$ cat src/rtl/cabs_pkg.sv
// types, codes and the mode/kind table of the addressing-mode bus sequencer
// no dependencies
package cabs_pkg;

	typedef enum logic [3:0] {
		PH_IDLE   = 4'd0,
		PH_OP_LO  = 4'd1,
		PH_OP_HI  = 4'd2,
		PH_DUMMY  = 4'd3,
		PH_PTR_LO = 4'd4,
		PH_PTR_HI = 4'd5,
		PH_DATA   = 4'd6,
		PH_WRITE  = 4'd7,
		PH_RMW_DW = 4'd8,
		PH_MODIFY = 4'd9,
		PH_RMW_W  = 4'd10
	} phase_t;

	localparam logic [1:0] MODE_START    = 2'd0;
	localparam logic [1:0] MODE_ACK      = 2'd1;
	localparam logic [1:0] MODE_MODIFIED = 2'd2;

	localparam logic [3:0] AM_ABS      = 4'd0;
	localparam logic [3:0] AM_ABSX     = 4'd1;
	localparam logic [3:0] AM_ABSY     = 4'd2;
	localparam logic [3:0] AM_ACC      = 4'd3;
	localparam logic [3:0] AM_IMM      = 4'd4;
	localparam logic [3:0] AM_IMP      = 4'd5;
	localparam logic [3:0] AM_IND      = 4'd6;
	localparam logic [3:0] AM_ZP       = 4'd7;
	localparam logic [3:0] AM_ZPX      = 4'd8;
	localparam logic [3:0] AM_ZPY      = 4'd9;
	localparam logic [3:0] AM_ZPX_IND  = 4'd10;
	localparam logic [3:0] AM_ZP_IND_Y = 4'd11;

	localparam logic [1:0] KIND_READ  = 2'd0;
	localparam logic [1:0] KIND_WRITE = 2'd1;
	localparam logic [1:0] KIND_RMW   = 2'd2;
	localparam logic [1:0] KIND_BAD   = 2'd3;

	localparam logic [1:0] ACT_READ   = 2'd0;
	localparam logic [1:0] ACT_WRITE  = 2'd1;
	localparam logic [1:0] ACT_MODIFY = 2'd2;
	localparam logic [1:0] ACT_DONE   = 2'd3;

	localparam logic [15:0] PAGE_MASK = 16'hFF00;

	typedef struct packed {
		logic [1:0]  mode;
		logic [3:0]  addressing_mode;
		logic [1:0]  access_kind;
		logic [15:0] start_pc;
		logic [7:0]  index_x;
		logic [7:0]  index_y;
		logic [7:0]  accumulator;
		logic [7:0]  data_value;
		logic [7:0]  bus_data;
	} item_t;

	typedef struct packed {
		phase_t      phase;
		logic [3:0]  mode_held;
		logic [1:0]  kind_held;
		logic [15:0] pc_reg;
		logic [7:0]  x_held;
		logic [7:0]  y_held;
		logic [7:0]  a_held;
		logic [7:0]  store_byte;
		logic [7:0]  low_byte;
		logic [7:0]  high_byte;
		logic [15:0] base_address;
		logic [15:0] operand_address;
		logic [7:0]  operand_byte;
	} state_t;

	typedef struct packed {
		logic [1:0]  action;
		logic [15:0] bus_address;
		logic [7:0]  write_data;
		logic [15:0] effective_address;
		logic [7:0]  fetched_data;
		logic [15:0] next_pc;
		logic        bad_request;
	} result_t;

	// bit k set: access kind k allowed for that addressing mode
	function automatic logic [2:0] kinds_ok(input logic [3:0] am);
		logic [2:0] k;
		case (am)
			AM_ABS, AM_ABSX, AM_ZP, AM_ZPX:          k = 3'b111;
			AM_ABSY, AM_ZPY, AM_ZPX_IND, AM_ZP_IND_Y: k = 3'b011;
			AM_ACC, AM_IMM, AM_IMP, AM_IND:          k = 3'b001;
			default:                                 k = 3'b000;
		endcase
		return k;
	endfunction

endpackage

$ cat src/rtl/cabs_step.sv
// next-state and result logic for one transaction of the bus sequencer
// depends on cabs_pkg
module cabs_step (
	input  cabs_pkg::item_t   item,
	input  cabs_pkg::state_t  cur,
	output cabs_pkg::state_t  nxt,
	output cabs_pkg::result_t res
);

	typedef struct packed {
		cabs_pkg::phase_t phase;
		logic [1:0]       action;
		logic [15:0]      addr;
		logic [7:0]       wdata;
	} req_t;

	function automatic req_t rd(input cabs_pkg::phase_t ph, input logic [15:0] a);
		return '{ph, cabs_pkg::ACT_READ, a, 8'h00};
	endfunction

	// operand address known: go access it
	function automatic req_t access(input logic [1:0] kind, input logic [15:0] oa,
			input logic [7:0] sb);
		req_t r;
		if (kind == cabs_pkg::KIND_WRITE)
			r = '{cabs_pkg::PH_WRITE, cabs_pkg::ACT_WRITE, oa, sb};
		else
			r = rd(cabs_pkg::PH_DATA, oa);
		return r;
	endfunction

	// plain read staying in page skips the dummy read at the base
	function automatic req_t indexed(input logic [1:0] kind, input logic [15:0] base,
			input logic [15:0] oa, input logic [7:0] sb);
		req_t r;
		if (kind == cabs_pkg::KIND_READ &&
				(base & cabs_pkg::PAGE_MASK) == (oa & cabs_pkg::PAGE_MASK))
			r = access(kind, oa, sb);
		else
			r = rd(cabs_pkg::PH_DUMMY, base);
		return r;
	endfunction

	req_t        r;
	logic        bad;
	logic [7:0]  b;
	logic [15:0] pc_inc;
	logic [15:0] hi_base;
	logic [15:0] ptr;
	logic [7:0]  zp_idx;
	logic [2:0]  ok;

	always_comb begin
		nxt     = cur;
		r       = '{cabs_pkg::PH_IDLE, cabs_pkg::ACT_DONE, 16'h0000, 8'h00};
		bad     = 1'b0;
		b       = item.bus_data;
		pc_inc  = cur.pc_reg + 16'd1;
		hi_base = {b, cur.low_byte};
		ptr     = {b, cur.low_byte};
		zp_idx  = cur.base_address[7:0] +
			((cur.mode_held == cabs_pkg::AM_ZPX) ? cur.x_held : cur.y_held);
		ok      = cabs_pkg::kinds_ok(item.addressing_mode);
		case (item.mode)
			cabs_pkg::MODE_START: begin
				if (cur.phase != cabs_pkg::PH_IDLE || item.access_kind == cabs_pkg::KIND_BAD ||
						!ok[item.access_kind[1:0]]) begin
					bad = 1'b1;
				end else begin
					nxt.mode_held       = item.addressing_mode;
					nxt.kind_held       = item.access_kind;
					nxt.pc_reg          = item.start_pc;
					nxt.x_held          = item.index_x;
					nxt.y_held          = item.index_y;
					nxt.a_held          = item.accumulator;
					nxt.store_byte      = item.data_value;
					nxt.low_byte        = 8'h00;
					nxt.high_byte       = 8'h00;
					nxt.base_address    = 16'h0000;
					nxt.operand_address = 16'h0000;
					nxt.operand_byte    = 8'h00;
					r = rd(cabs_pkg::PH_OP_LO, item.start_pc);
				end
			end
			cabs_pkg::MODE_ACK: begin
				case (cur.phase)
					cabs_pkg::PH_OP_LO: begin
						if (cur.mode_held == cabs_pkg::AM_ACC) begin
							nxt.operand_byte = cur.a_held;
						end else if (cur.mode_held == cabs_pkg::AM_IMP) begin
							nxt.operand_byte = cur.operand_byte;
						end else if (cur.mode_held == cabs_pkg::AM_IMM) begin
							nxt.operand_address = cur.pc_reg;
							nxt.operand_byte    = b;
							nxt.pc_reg          = pc_inc;
						end else begin
							nxt.pc_reg = pc_inc;
							if (cur.mode_held == cabs_pkg::AM_ZP) begin
								nxt.operand_address = {8'h00, b};
								r = access(cur.kind_held, {8'h00, b}, cur.store_byte);
							end else begin
								nxt.base_address = {8'h00, b};
								if (cur.mode_held == cabs_pkg::AM_ZPX ||
										cur.mode_held == cabs_pkg::AM_ZPY ||
										cur.mode_held == cabs_pkg::AM_ZPX_IND)
									r = rd(cabs_pkg::PH_DUMMY, {8'h00, b});
								else if (cur.mode_held == cabs_pkg::AM_ZP_IND_Y)
									r = rd(cabs_pkg::PH_PTR_LO, {8'h00, b});
								else begin
									nxt.low_byte = b;
									r = rd(cabs_pkg::PH_OP_HI, pc_inc);
								end
							end
						end
					end
					cabs_pkg::PH_OP_HI: begin
						nxt.high_byte    = b;
						nxt.pc_reg       = pc_inc;
						nxt.base_address = hi_base;
						if (cur.mode_held == cabs_pkg::AM_IND) begin
							r = rd(cabs_pkg::PH_PTR_LO, hi_base);
						end else if (cur.mode_held == cabs_pkg::AM_ABS) begin
							nxt.operand_address = hi_base;
							r = access(cur.kind_held, hi_base, cur.store_byte);
						end else begin
							nxt.operand_address = hi_base + {8'h00,
								(cur.mode_held == cabs_pkg::AM_ABSX) ? cur.x_held : cur.y_held};
							r = indexed(cur.kind_held, hi_base, nxt.operand_address,
								cur.store_byte);
						end
					end
					cabs_pkg::PH_DUMMY: begin
						if (cur.mode_held == cabs_pkg::AM_ZPX ||
								cur.mode_held == cabs_pkg::AM_ZPY) begin
							// zero-page indexing wraps inside page zero
							nxt.operand_address = {8'h00, zp_idx};
							r = access(cur.kind_held, {8'h00, zp_idx}, cur.store_byte);
						end else if (cur.mode_held == cabs_pkg::AM_ZPX_IND) begin
							nxt.base_address = {8'h00, cur.base_address[7:0] + cur.x_held};
							r = rd(cabs_pkg::PH_PTR_LO, nxt.base_address);
						end else begin
							r = access(cur.kind_held, cur.operand_address, cur.store_byte);
						end
					end
					cabs_pkg::PH_PTR_LO: begin
						// pointer high byte never carries into the next page
						nxt.low_byte = b;
						r = rd(cabs_pkg::PH_PTR_HI,
							{cur.base_address[15:8], cur.base_address[7:0] + 8'd1});
					end
					cabs_pkg::PH_PTR_HI: begin
						nxt.high_byte = b;
						if (cur.mode_held == cabs_pkg::AM_IND) begin
							nxt.operand_address = ptr;
						end else if (cur.mode_held == cabs_pkg::AM_ZPX_IND) begin
							nxt.operand_address = ptr;
							r = access(cur.kind_held, ptr, cur.store_byte);
						end else begin
							nxt.base_address    = ptr;
							nxt.operand_address = ptr + {8'h00, cur.y_held};
							r = indexed(cur.kind_held, ptr, nxt.operand_address,
								cur.store_byte);
						end
					end
					cabs_pkg::PH_DATA: begin
						nxt.operand_byte = b;
						if (cur.kind_held == cabs_pkg::KIND_RMW)
							r = '{cabs_pkg::PH_RMW_DW, cabs_pkg::ACT_WRITE,
								cur.operand_address, b};
					end
					cabs_pkg::PH_RMW_DW: begin
						r = '{cabs_pkg::PH_MODIFY, cabs_pkg::ACT_MODIFY, 16'h0000, 8'h00};
					end
					cabs_pkg::PH_WRITE, cabs_pkg::PH_RMW_W: begin
						bad = 1'b0;
					end
					default: begin
						// idle or waiting for the modified byte
						bad = 1'b1;
					end
				endcase
			end
			cabs_pkg::MODE_MODIFIED: begin
				if (cur.phase == cabs_pkg::PH_MODIFY) begin
					nxt.operand_byte = item.data_value;
					r = '{cabs_pkg::PH_RMW_W, cabs_pkg::ACT_WRITE, cur.operand_address,
						item.data_value};
				end else begin
					bad = 1'b1;
				end
			end
			default: begin
				bad = 1'b1;
			end
		endcase
		nxt.phase = r.phase;
		res.action            = r.action;
		res.bus_address       = r.addr;
		res.write_data        = r.wdata;
		res.effective_address = nxt.operand_address;
		res.fetched_data      = nxt.operand_byte;
		res.next_pc           = nxt.pc_reg;
		res.bad_request       = bad;
	end

endmodule

$ cat src/rtl/cpu_addressing_mode_bus_sequencer.sv
// 6502-style addressing-mode bus sequencer: input register, state step, result register
// depends on cabs_pkg and cabs_step
// an accepted transaction is registered in s1, stepped by cabs_step, and its result is registered in s2
// throughput: one transaction per cycle unless out_stall holds a result; the state loop is one pass through cabs_step
// reset: arst_n clears both valid bits and all sequencer state (phase idle)
// in_stall rises only while the result register holds an untaken result and s1 is full
module cpu_addressing_mode_bus_sequencer (
	input  logic        clk,
	input  logic        arst_n,
	input  logic        in_valid,
	output logic        in_stall,
	input  logic [1:0]  mode,
	input  logic [3:0]  addressing_mode,
	input  logic [1:0]  access_kind,
	input  logic [15:0] start_pc,
	input  logic [7:0]  index_x,
	input  logic [7:0]  index_y,
	input  logic [7:0]  accumulator,
	input  logic [7:0]  data_value,
	input  logic [7:0]  bus_data,
	output logic        out_valid,
	input  logic        out_stall,
	output logic [1:0]  action,
	output logic [15:0] bus_address,
	output logic [7:0]  write_data,
	output logic [15:0] effective_address,
	output logic [7:0]  fetched_data,
	output logic [15:0] next_pc,
	output logic        bad_request
);

	cabs_pkg::item_t   item_s1;
	logic              valid_s1;
	cabs_pkg::state_t  state_q;
	cabs_pkg::state_t  state_nxt;
	cabs_pkg::result_t res_nxt;
	cabs_pkg::result_t res_s2;
	logic              valid_s2;
	logic              advance;

	assign advance  = !valid_s2 || !out_stall;
	assign in_stall = valid_s1 && !advance;

	cabs_step u_step (
		.item (item_s1),
		.cur  (state_q),
		.nxt  (state_nxt),
		.res  (res_nxt)
	);

	always_ff @(posedge clk or negedge arst_n) begin
		if (!arst_n) begin
			valid_s1 <= 1'b0;
			valid_s2 <= 1'b0;
			state_q  <= '0;
		end else begin
			if (!in_stall)
				valid_s1 <= in_valid;
			if (advance) begin
				valid_s2 <= valid_s1;
				if (valid_s1)
					state_q <= state_nxt;
			end
		end
	end

	always_ff @(posedge clk) begin
		if (!in_stall && in_valid)
			item_s1 <= '{mode, addressing_mode, access_kind, start_pc, index_x, index_y,
				accumulator, data_value, bus_data};
		if (advance && valid_s1)
			res_s2 <= res_nxt;
	end

	assign out_valid         = valid_s2;
	assign action            = res_s2.action;
	assign bus_address       = res_s2.bus_address;
	assign write_data        = res_s2.write_data;
	assign effective_address = res_s2.effective_address;
	assign fetched_data      = res_s2.fetched_data;
	assign next_pc           = res_s2.next_pc;
	assign bad_request       = res_s2.bad_request;

	// a refused transaction always reports done
	a_bad_is_done: assert property (@(posedge clk) disable iff (!arst_n)
		out_valid && bad_request |-> action == cabs_pkg::ACT_DONE)
		else $error("bad request without done");

	// write data is only driven on bus writes
	a_wdata_zero: assert property (@(posedge clk) disable iff (!arst_n)
		out_valid && action != cabs_pkg::ACT_WRITE |-> write_data == 8'h00)
		else $error("write data on non-write result");

	// waiting for the modified byte only after a modify request went out
	a_modify_pending: assert property (@(posedge clk) disable iff (!arst_n)
		state_q.phase == cabs_pkg::PH_MODIFY |-> res_s2.action == cabs_pkg::ACT_MODIFY)
		else $error("modify phase without modify request");

	// s1 holds its transaction unchanged while a waiting result stalls it
	a_hold_s1: assert property (@(posedge clk) disable iff (!arst_n)
		valid_s1 && valid_s2 && out_stall |=> valid_s1 && $stable(item_s1))
		else $error("input stage lost while stalled");

endmodule
$ cat config.mk
export PLATFORM = sky130hd
export DESIGN_NAME = cpu_addressing_mode_bus_sequencer
export DESIGN_NICKNAME = d
export VERILOG_FILES = /design/src/rtl/cabs_pkg.sv /design/src/rtl/cabs_step.sv /design/src/rtl/cpu_addressing_mode_bus_sequencer.sv
export SDC_FILE = /design/constraint.sdc
export NUM_CORES = 1
export LEC_CHECK = 0
export ABC_AREA = 1
export BUFFER_PORTS_ARGS = -buffer_cell sky130_fd_sc_hd__buf_4
export CAP_MARGIN = 20
export CORE_ASPECT_RATIO = 0.9
export CORE_UTILIZATION = 45
export CTS_CLUSTER_SIZE = 28
export DETAILED_ROUTE_END_ITERATION = 8
export SYNTH_ARGS = -nofsm -noshare
export SYNTH_HDL_FRONTEND = slang
export SYNTH_SLANG_ARGS = --single-unit
$ cat constraint.sdc
create_clock -name clk -period 7.2 [get_ports clk]
set_input_delay 0.72 -clock clk [delete_from_list [all_inputs] [get_ports clk]]
set_output_delay 0.72 -clock clk [all_outputs]
set_load 0.02 [all_outputs]
==> results of run 1 <==
state kept, by name, summed over array words and instances, names as in the netlist:
signal	flops
fetched_data	8
out_valid	1
state_q	106
bad_request	1
write_data	8
item_s1	64
valid_s1	1
action	2
u_step.ok	3
next_pc	16
effective_address	16
bus_address	16
logic make-up (layout without fill, tap and decap cells):
logic type      count (synthesis)  in the layout  share of synthesized area
fa+ha+maj                      38             38                     0.0337
simple gates                  905            905                      0.259
buf+inv                       274            402                     0.0726
mux                            15             15                     0.0113
xor+xnor                       24             24                     0.0140
compound gates                417            417                      0.163
flops                         242            242                      0.446
Yosys cell counts (all sizes together) (2+ instances only):
cell type / n / area [sq um]
mux2: 15 / 169
xor2: 15 / 131
inv: 196 / 738
o221ai: 9 / 78.8
o2111ai: 10 / 87.6
edfxtp: 131 / 3930
o22ai: 28 / 175
a22oi: 17 / 128
o21ai: 180 / 916
dfrtp: 108 / 2700
fa: 4 / 80.1
nor4: 3 / 18.8
a21oi: 109 / 549
nor3: 23 / 125
o211ai: 32 / 255
or2: 4 / 25.0
o21a: 2 / 15.0
ha: 34 / 425
nor2: 127 / 554
clkinv: 8 / 32.5
o41ai: 6 / 52.6
a211oi: 4 / 30.0
nand2: 547 / 2100
dfxtp: 3 / 60.1
o21bai: 3 / 22.5
nand4: 30 / 194
nand3: 162 / 811
a21boi: 2 / 15.0
nand3b: 9 / 67.6
a221oi: 2 / 17.5
buf: 37 / 194
xnor2: 9 / 78.8
clkbuf: 33 / 125
a31oi: 9 / 71.3
cells in the final DEF (no fill, tap or decap), types with 15 or more instances in the layout:
| cell | count |
|---|---|
| o21ai_1 | 23 |
| o21ai_0 | 153 |
| nand2_1 | 534 |
| o211ai_1 | 29 |
| clkbuf_16 | 27 |
| buf_4 | 147 |
| a21oi_1 | 108 |
| edfxtp_1 | 131 |
| inv_1 | 178 |
| o22ai_1 | 28 |
| nor3_1 | 21 |
| mux2_2 | 15 |
| nand3_1 | 162 |
| a22oi_1 | 17 |
| ha_1 | 34 |
| nand4_1 | 29 |
| nor2_1 | 108 |
| inv_2 | 17 |
| dfrtp_1 | 108 |
| xor2_1 | 15 |
area by class of cell:
type	instances	area, sq um
Fill cell	3214	15600
Multi-Input combinational cell	1399	7230
Inverter	204	773
Clock inverter	16	193
Tap cell	422	528
Timing Repair Buffer	148	1110
Sequential cell	242	6700
Clock buffer	34	722
metrics by stage:
step	cell area (sq um)	hold WS (ps)	setup WS, ps
floorplan	15000	424	3430
global placement	16300	460	3620
detailed placement	16300	466	3520
CTS	17200	261	3470
global route	17300	287	3050
finish	17300	248	3410
worst max path at each step:
stage                  from              to  slack [ps]  cells after the start
6_report       state_q[107]  bus_address[6]        3410                     17
3_3_place_gp   state_q[107]  bus_address[0]        3620                     16
2_1_floorplan     out_stall       action[0]        3430                      5
3_5_place_dp   state_q[107]  bus_address[1]        3520                     16
5_1_grt        state_q[107]  bus_address[6]        3050                     17
4_1_cts        state_q[107]  bus_address[1]        3470                     16
per-layer routing:
layer | part of all wire | GRT usage
met3 | 0.093 | 0.0584
met4 | 0.035 | 0.116
met5 | 0 | 0
met2 | 0.43 | 0.523
met1 | 0.44 | 0.499
power breakdown:
part / total, mW / switching (mW) / internal (mW)
combinational: 2.29 / 1.59 / 0.700
sequential: 2.10 / 0.329 / 1.77
clock: 1.43 / 0.608 / 0.827
total: 5.82 / 2.53 / 3.30
==> out/qor.txt, run 1 <==
number of global-route vias before repair = 14100
layout cell share with drive strength beyond 1 = 0.134
Yosys cell types = 57
Max Cap Viol = 0
Ys Warns = 0
initial core utilization = 0.457
min Tclk post-route = 3790 ps
drt drc = 0
R2R setup slack = 3410 ps
critical path buffer and inverter count = 1
IO Pins = 137
critical path's top delay family = simple AND/OR/NAND/NOR gates
Cell Chain, Critical Path = inv_1, nand3_1, nand2_1, o21ai_0, ha_1, fa_1, nand3_1, nand3_1, nand2_1, nand3_1, nor2_2, nand2_2, nand2_1, nand3_1, nand4_1, nand2_1, nand2_1
Leakage = 7.77 nW
# port buffers = 136
CTS resizes = 0
Placed Cells incl. Taps = 2414
worst r2r src = state_q[107]
Syn-to-layout area delta = 15.0%
Hold-fix buffers, CTS = 0
Clock Sinks = 242
R2R Path End = bus_address[6]
core area = 0.0329 sq mm
postcts setup bufs = 0
drt pass-1 iters = 7
Most used DFF post-synth = edfxtp_1
period utilization = 0.526
CTS tree = yes
clock skew = 34.7 ps
crit path capture type = flop
routability cong. = 1.04
wire per inst = 23.7 microns
crit path launch type = flop
dpl hpwl = 43600 microns
Synth Net Count = 2021
Hold Path Class = input pin to async pin
EDFF count, synth = 131
Post-layout nets = 2128
sequential-to-total area share from yosys stat = 0.446
Slowest-stage cell, CP = dfrtp_1
RSZ-0062 raised after global routing = false
fin cells = 2465
Post-Route WL = 58400 microns
Post-Synthesis Cells = 1915
DIE WIDTH = 195 microns
Vias = 14700
fraction of registers with async set/reset = 0.446
row cnt = 63
Pwr Density = 337 mW/mm^2
Worst Reg-to-Reg Cells = 17
endpoints failing setup = 0
total power = 5.82 mW
crit path max fanout = 16
# diodes = 0
CTS Root Cell = clkbuf_16
H-tree Lvls = 1
flops & latches, synth = 242
Hold Vio Cnt, Final = 0
Clock Latency Late Sink = 590 ps
maximum vdd drop = 224 uV
data required time of the critical path = 7630 ps
Arrival @ worst endpoint = 4220 ps
Longest Clk Path Bufs = 3
Rel. slew slack = 0.312
max-slew violations = 0
largest net degree at the start of global routing = 83
ANT nets after route = 0
remaining global-route overflow = 0
total CTS buffers = 27
syn_area_per_cell = 7.84 sq um
final core occ = 0.525
Final TNS setup = 0 ps
Clock Pin Slew Worst Setup and Hold Paths = 70 ps
Die ar. = 0.0341 sq mm
Starting DRT DRC Count = 2009
Worst path max stage delay = 510 ps
CP Class = flop to flop
fmax = 0.264 GHz
Mapped Area = 0.0150 sq mm
initial antenna violation count = 1
vias per cell = 5.95
Die Ht = 175 microns
first-pass GRT wire length = 88200 microns
Total GRT Usage = 0.345
Slew @ Worst Pin = 1030 ps
status = completed
Power figures use the tool's default switching activity.
==> inputs of run 2 (changes only) <==
- ABC_AREA: 1 -> 0
- PLACE_DENSITY: default -> 0.66
- clock period: 7.2 -> 3.1 ns (I/O delays scaled with it)
==> out/qor.txt, run 2 <==
status = finished, violations left
violated checks = design-rule violations, negative setup slack
Biggest register = state_q
Slew @ Worst Pin = 954 ps
Vias = 13700
Arrival @ worst endpoint = 3530 ps
max reg flops = 106
Syn-to-layout area delta = 34.1%
row cnt = 62
crit path launch type = flop
pre-CTS setup slack = -247 ps
Clock Latency Late Sink = 570 ps
first-pass GRT wire length = 83400 microns
Hold Vio Cnt, Final = 0
Pwr Density = 780 mW/mm^2
maximum vdd drop = 537 uV
CTS Root Cell = clkbuf_16
EDFF count, synth = 131
Clk pwr share = 0.240
vias per cell = 6.31
core area = 0.0318 sq mm
Final TNS setup = -1820 ps
remaining global-route overflow = 0
Final Cell Area = 0.0195 sq mm
DIE WIDTH = 191 microns
Die Ht = 172 microns
Clock Pin Slew Worst Setup and Hold Paths = 60 ps
Leakage = 7.92 nW
Most used DFF post-synth = edfxtp_1
layout cell share with drive strength beyond 1 = 0.322
Internal Power = 9.29 mW
data required time of the critical path = 3350 ps
fin worst setup slack = -185 ps
routability cong. = 1.08
clock skew = 31.3 ps
most frequent cells in the layout = buf_4 (297), nand2_1 (173), edfxtp_1 (131)
critical path's top delay family = compound AO/OA/AOI/OAI gates
initial antenna violation count = 0
total CTS buffers = 28
Max Cap Viol = 0
Placement Cell Area = 0.0172 sq mm
Synth top area share = 0.271
crit path max fanout = 7
crit path capture type = flop
Yosys cell types = 101
max-slew violations = 0
sequential-to-total area share from yosys stat = 0.461
drt pass-1 iters = 9
ANT nets after route = 0
Starting DRT DRC Count = 1672
Switch Pwr = 5.90 mW
Clock Sinks = 242
Gate power share = 0.435
endpoints failing setup = 23
critical path buffer and inverter count = 3
Post-Route WL = 57600 microns
commonest non-fill, non-tap cell in the layout = buf_4
min Tclk post-route = 3280 ps
Worst path max stage delay = 410 ps
Slowest-stage cell, CP = dfrtp_1
initial core utilization = 0.457
wire per inst = 26.4 microns
fmax = 0.304 GHz
# port buffers = 136
Synth Net Count = 1528
Longest Clk Path Bufs = 3
Total GRT Usage = 0.348
CTS tree = yes
dpl hpwl = 41800 microns
CP Class = flop to flop
Post-layout nets = 1846
largest net degree at the start of global routing = 68
Largest regs = state_q (106), item_s1 (64)
period utilization = 1.06
syn_area_per_cell = 10.2 sq um
Post-Synthesis Cells = 1422
Synth area leaders = edfxtp_1 (27%), dfrtp_1 (19%), mux2_2 (5.5%)
flops & latches, synth = 242
IO Pins = 137
Commonest cells post-synth = nand2_1 (175), edfxtp_1 (131), dfrtp_1 (108), o21ai_0 (100), a21oi_1 (81)
Ys Warns = 0
Die ar. = 0.0330 sq mm
Cell Chain, Critical Path = buf_6, inv_4, and3_4, buf_6, mux2_4, ha_4, a211oi_4, o21bai_4, nor3_4, nand2_4, mux2_4, a21oi_2, o221ai_1
Rel. slew slack = 0.364
cell with the most instances after synthesis = nand2_1
number of global-route vias before repair = 13100
drt drc = 6
R2R setup slack = -180 ps
fraction of registers with async set/reset = 0.446
switching share of power = 0.388
# diodes = 0
Synth area leader = edfxtp_1
H-tree Lvls = 1
Hold Path Class = input pin to async pin
Flop pwr share = 0.325
Mapped Area = 0.0145 sq mm
RSZ-0062 raised after global routing = true
run 2: final timing paths:
kind                       cells past startpoint             end          from
min                                            2     state_q[73]        arst_n
min in group clk                               2     item_s1[46]   start_pc[6]
max                                           13  bus_address[4]  state_q[107]
max in group asynchronous                      3    state_q[100]        arst_n
min reg2reg                                    1     state_q[74]   item_s1[26]
max reg2reg                                   13  bus_address[4]  state_q[107]
run 2: metal layers:
layer  GRT usage  vias up  wire, microns
met2       0.534      766          25200
li1            -     6095              -
met1       0.483     6749          24500
met4       0.114        0           2020
met3      0.0838      132           5790
met5           0        -              0
run 2: timing repair:
item / 4_1_cts / 5_1_grt
pin swaps: 32 / 53
setup endpoints to repair: 27 / 37
hold buffers: 67 / 0
setup buffers: 5 / 15
gates resized for setup: 46 / 59
hold endpoints to repair: 107 / 0
run 2: cell type report:
type,instances,area (sq um)
clock inverter,15,236
tap,416,520
fill,2619,12300
multi-input combinational,1062,7950
timing repair buffer,386,3190
sequential,242,6700
inverter,20,80.1
clock buffer,37,786
run 2: cells by family (layout without fill, tap and decap cells):
family | count (synthesis) | after routing | share of synthesized area
and+or+nand+nor | 402 | 402 | 0.136
DFF | 242 | 242 | 0.461
adders and majority gates | 38 | 38 | 0.0348
buffers and inverters | 118 | 458 | 0.0363
muxes | 88 | 88 | 0.0669
AOI/OAI and AO/OA | 480 | 480 | 0.232
xor gates and xnor gates | 54 | 54 | 0.0331
run 2: stage by stage:
step / instances / total power [mW] / util / hold slack (ps)
floorplan: 1422 / 8.23 / - / 14.4
global placement: 2038 / 10.6 / 0.539 / 381
detailed placement: 2039 / 10.7 / 0.539 / 369
CTS: 2163 / 14.6 / 0.600 / 325
global route: 2178 / 15.7 / 0.612 / 364
finish: 2178 / 15.2 / 0.612 / 317
run 2: power groups by stage:
stage	registers (mW)	clock network, mW	logic [mW]
floorplan	4.64	0	3.59
global placement	4.91	0	5.73
detailed placement	4.92	0	5.76
CTS	4.87	3.68	6.07
global route	4.97	3.81	6.95
finish	4.93	3.65	6.61
==> inputs of run 3 (changes only) <==
- PLACE_DENSITY: 0.66 -> default
- REMOVE_ABC_BUFFERS: default -> 1
- SETUP_SLACK_MARGIN: default -> 0.02
- clock period: 3.1 -> 3.4 ns (I/O delays scaled with it)
==> out/qor.txt, run 3 (synthesis results as in run 2) <==
Biggest register = state_q
data required time of the critical path = 3690 ps
drt pass-1 iters = 7
number of global-route vias before repair = 13000
fin worst setup slack = 100 ps
Rel. slew slack = 0.318
crit path launch type = flop
Arrival @ worst endpoint = 3590 ps
Final Cell Area = 0.0186 sq mm
Post-layout nets = 1804
H-tree Lvls = 1
CTS Root Cell = clkbuf_16
vias per cell = 6.32
GR Layer Usage met3 = 0.0733
IO Pins = 137
ANT nets after route = 0
layout cell share with drive strength beyond 1 = 0.275
Largest regs = state_q (106), item_s1 (64)
R2R setup slack = 100 ps
Internal Power = 7.73 mW
crit path capture type = flop
max reg flops = 106
status = completed
Hold Slack = 326 ps
Longest Clk Path Bufs = 3
crit path max fanout = 8
endpoints failing setup = 0
switching share of power = 0.398
Gate power share = 0.418
Switch Pwr = 5.12 mW
routability cong. = 1.03
core area = 0.0318 sq mm
first-pass GRT wire length = 83800 microns
CTS tree = yes
Leakage = 7.57 nW
Total GRT Usage = 0.349
Starting DRT DRC Count = 1841
Hold Vio Cnt, Final = 0
most frequent cells in the layout = buf_4 (271), nand2_1 (175), edfxtp_1 (131)
min Tclk post-route = 3300 ps
initial core utilization = 0.457
Max Cap Viol = 0
max-slew violations = 0
DIE WIDTH = 191 microns
Clock Pin Slew Worst Setup and Hold Paths = 70 ps
largest net degree at the start of global routing = 66
Flop pwr share = 0.348
Pwr Density = 690 mW/mm^2
commonest non-fill, non-tap cell in the layout = buf_4
most used routing layer = met2
final core occ = 0.585
dpl hpwl = 41800 microns
# port buffers = 136
met2 usage = 0.514
Clock Sinks = 242
Hold Path Class = input pin to async pin
remaining global-route overflow = 0
Clock Latency Late Sink = 590 ps
worst r2r src = state_q[108]
CP Class = flop to flop
Clk pwr share = 0.234
Worst Reg-to-Reg Cells = 15
Die Ht = 172 microns
initial antenna violation count = 0
row cnt = 62
met1 usage = 0.499
clock skew = 29.5 ps
period utilization = 0.971
Vias = 13500
R2R Path End = bus_address[5]
drt drc = 0
total CTS buffers = 27
Slew @ Worst Pin = 1020 ps
Placement Cell Area = 0.0167 sq mm
pre-CTS setup slack = -183 ps
Syn-to-layout area delta = 28.1%
maximum vdd drop = 508 uV
wire per inst = 27.0 microns
Die ar. = 0.0330 sq mm
# diodes = 0
RSZ-0062 raised after global routing = true
Post-Route WL = 57500 microns
fmax = 0.303 GHz
[run 3: power by group through the flow]
stage,logic [mW],registers (mW),clock network (mW)
after global routing,5.70,4.51,3.13
after floorplan,2.68,4.41,0
after global placement,4.83,4.47,0
after detailed placement,4.83,4.46,0
after CTS,5.03,4.42,3.02
final,5.36,4.48,3.00
[run 3: timing repair]
action	in CTS	in global routing
setup buffers	0	7
pin swaps	4	14
endpoints found under the hold margin	109	0
gates resized for setup	19	38
setup endpoints to repair	13	33
hold buffers	67	0
[run 3: final cells by class]
cell class              count  area (sq um)
clock buffers              38           777
clock inverters            12           130
fillers                  2779         13200
inverters                  20          77.6
multi-input cells        1062          7580
flip-flops and latches    242          6700
well taps                 416           520
repair buffers            345          2820
[run 3: worst max path at each step]
stage	startpoint	end	cells past startpoint
detailed placement	state_q[108]	bus_address[5]	14
global placement	state_q[108]	bus_address[5]	14
global route	state_q[108]	bus_address[2]	15
CTS	state_q[108]	bus_address[5]	14
floorplan	state_q[110]	state_q[104]	5
finish	state_q[108]	bus_address[5]	15
[run 3: layer usage]
layer	vias up	share of wire
li1	5994	-
met2	741	0.43
met4	0	0.040
met5	-	0
met3	149	0.096
met1	6616	0.44
[run 3: worst max-delay path: stages, from the launching register on]
cell and delay, ps:
dfrtp_1 380, nor2_2 130, and3_4 210, buf_8 130, mux2_4 310, ha_4 290, o211ai_1 150, buf_4 180
nor3_4 160, o21ai_2 100, nand2_1 120, buf_6 140, buf_4 120, mux2i_2 240, o22a_1 220, a32oi_1 130
[run 3: per-stage QoR]
step	total power, mW	std cells	setup TNS [ps]
2_1_floorplan	7.08	1324	-137050
3_3_place_gp	9.30	2010	-252
3_5_place_dp	9.29	2011	-682
4_1_cts	12.5	2128	0
5_1_grt	13.3	2135	-1.72
6_report	12.8	2135	0
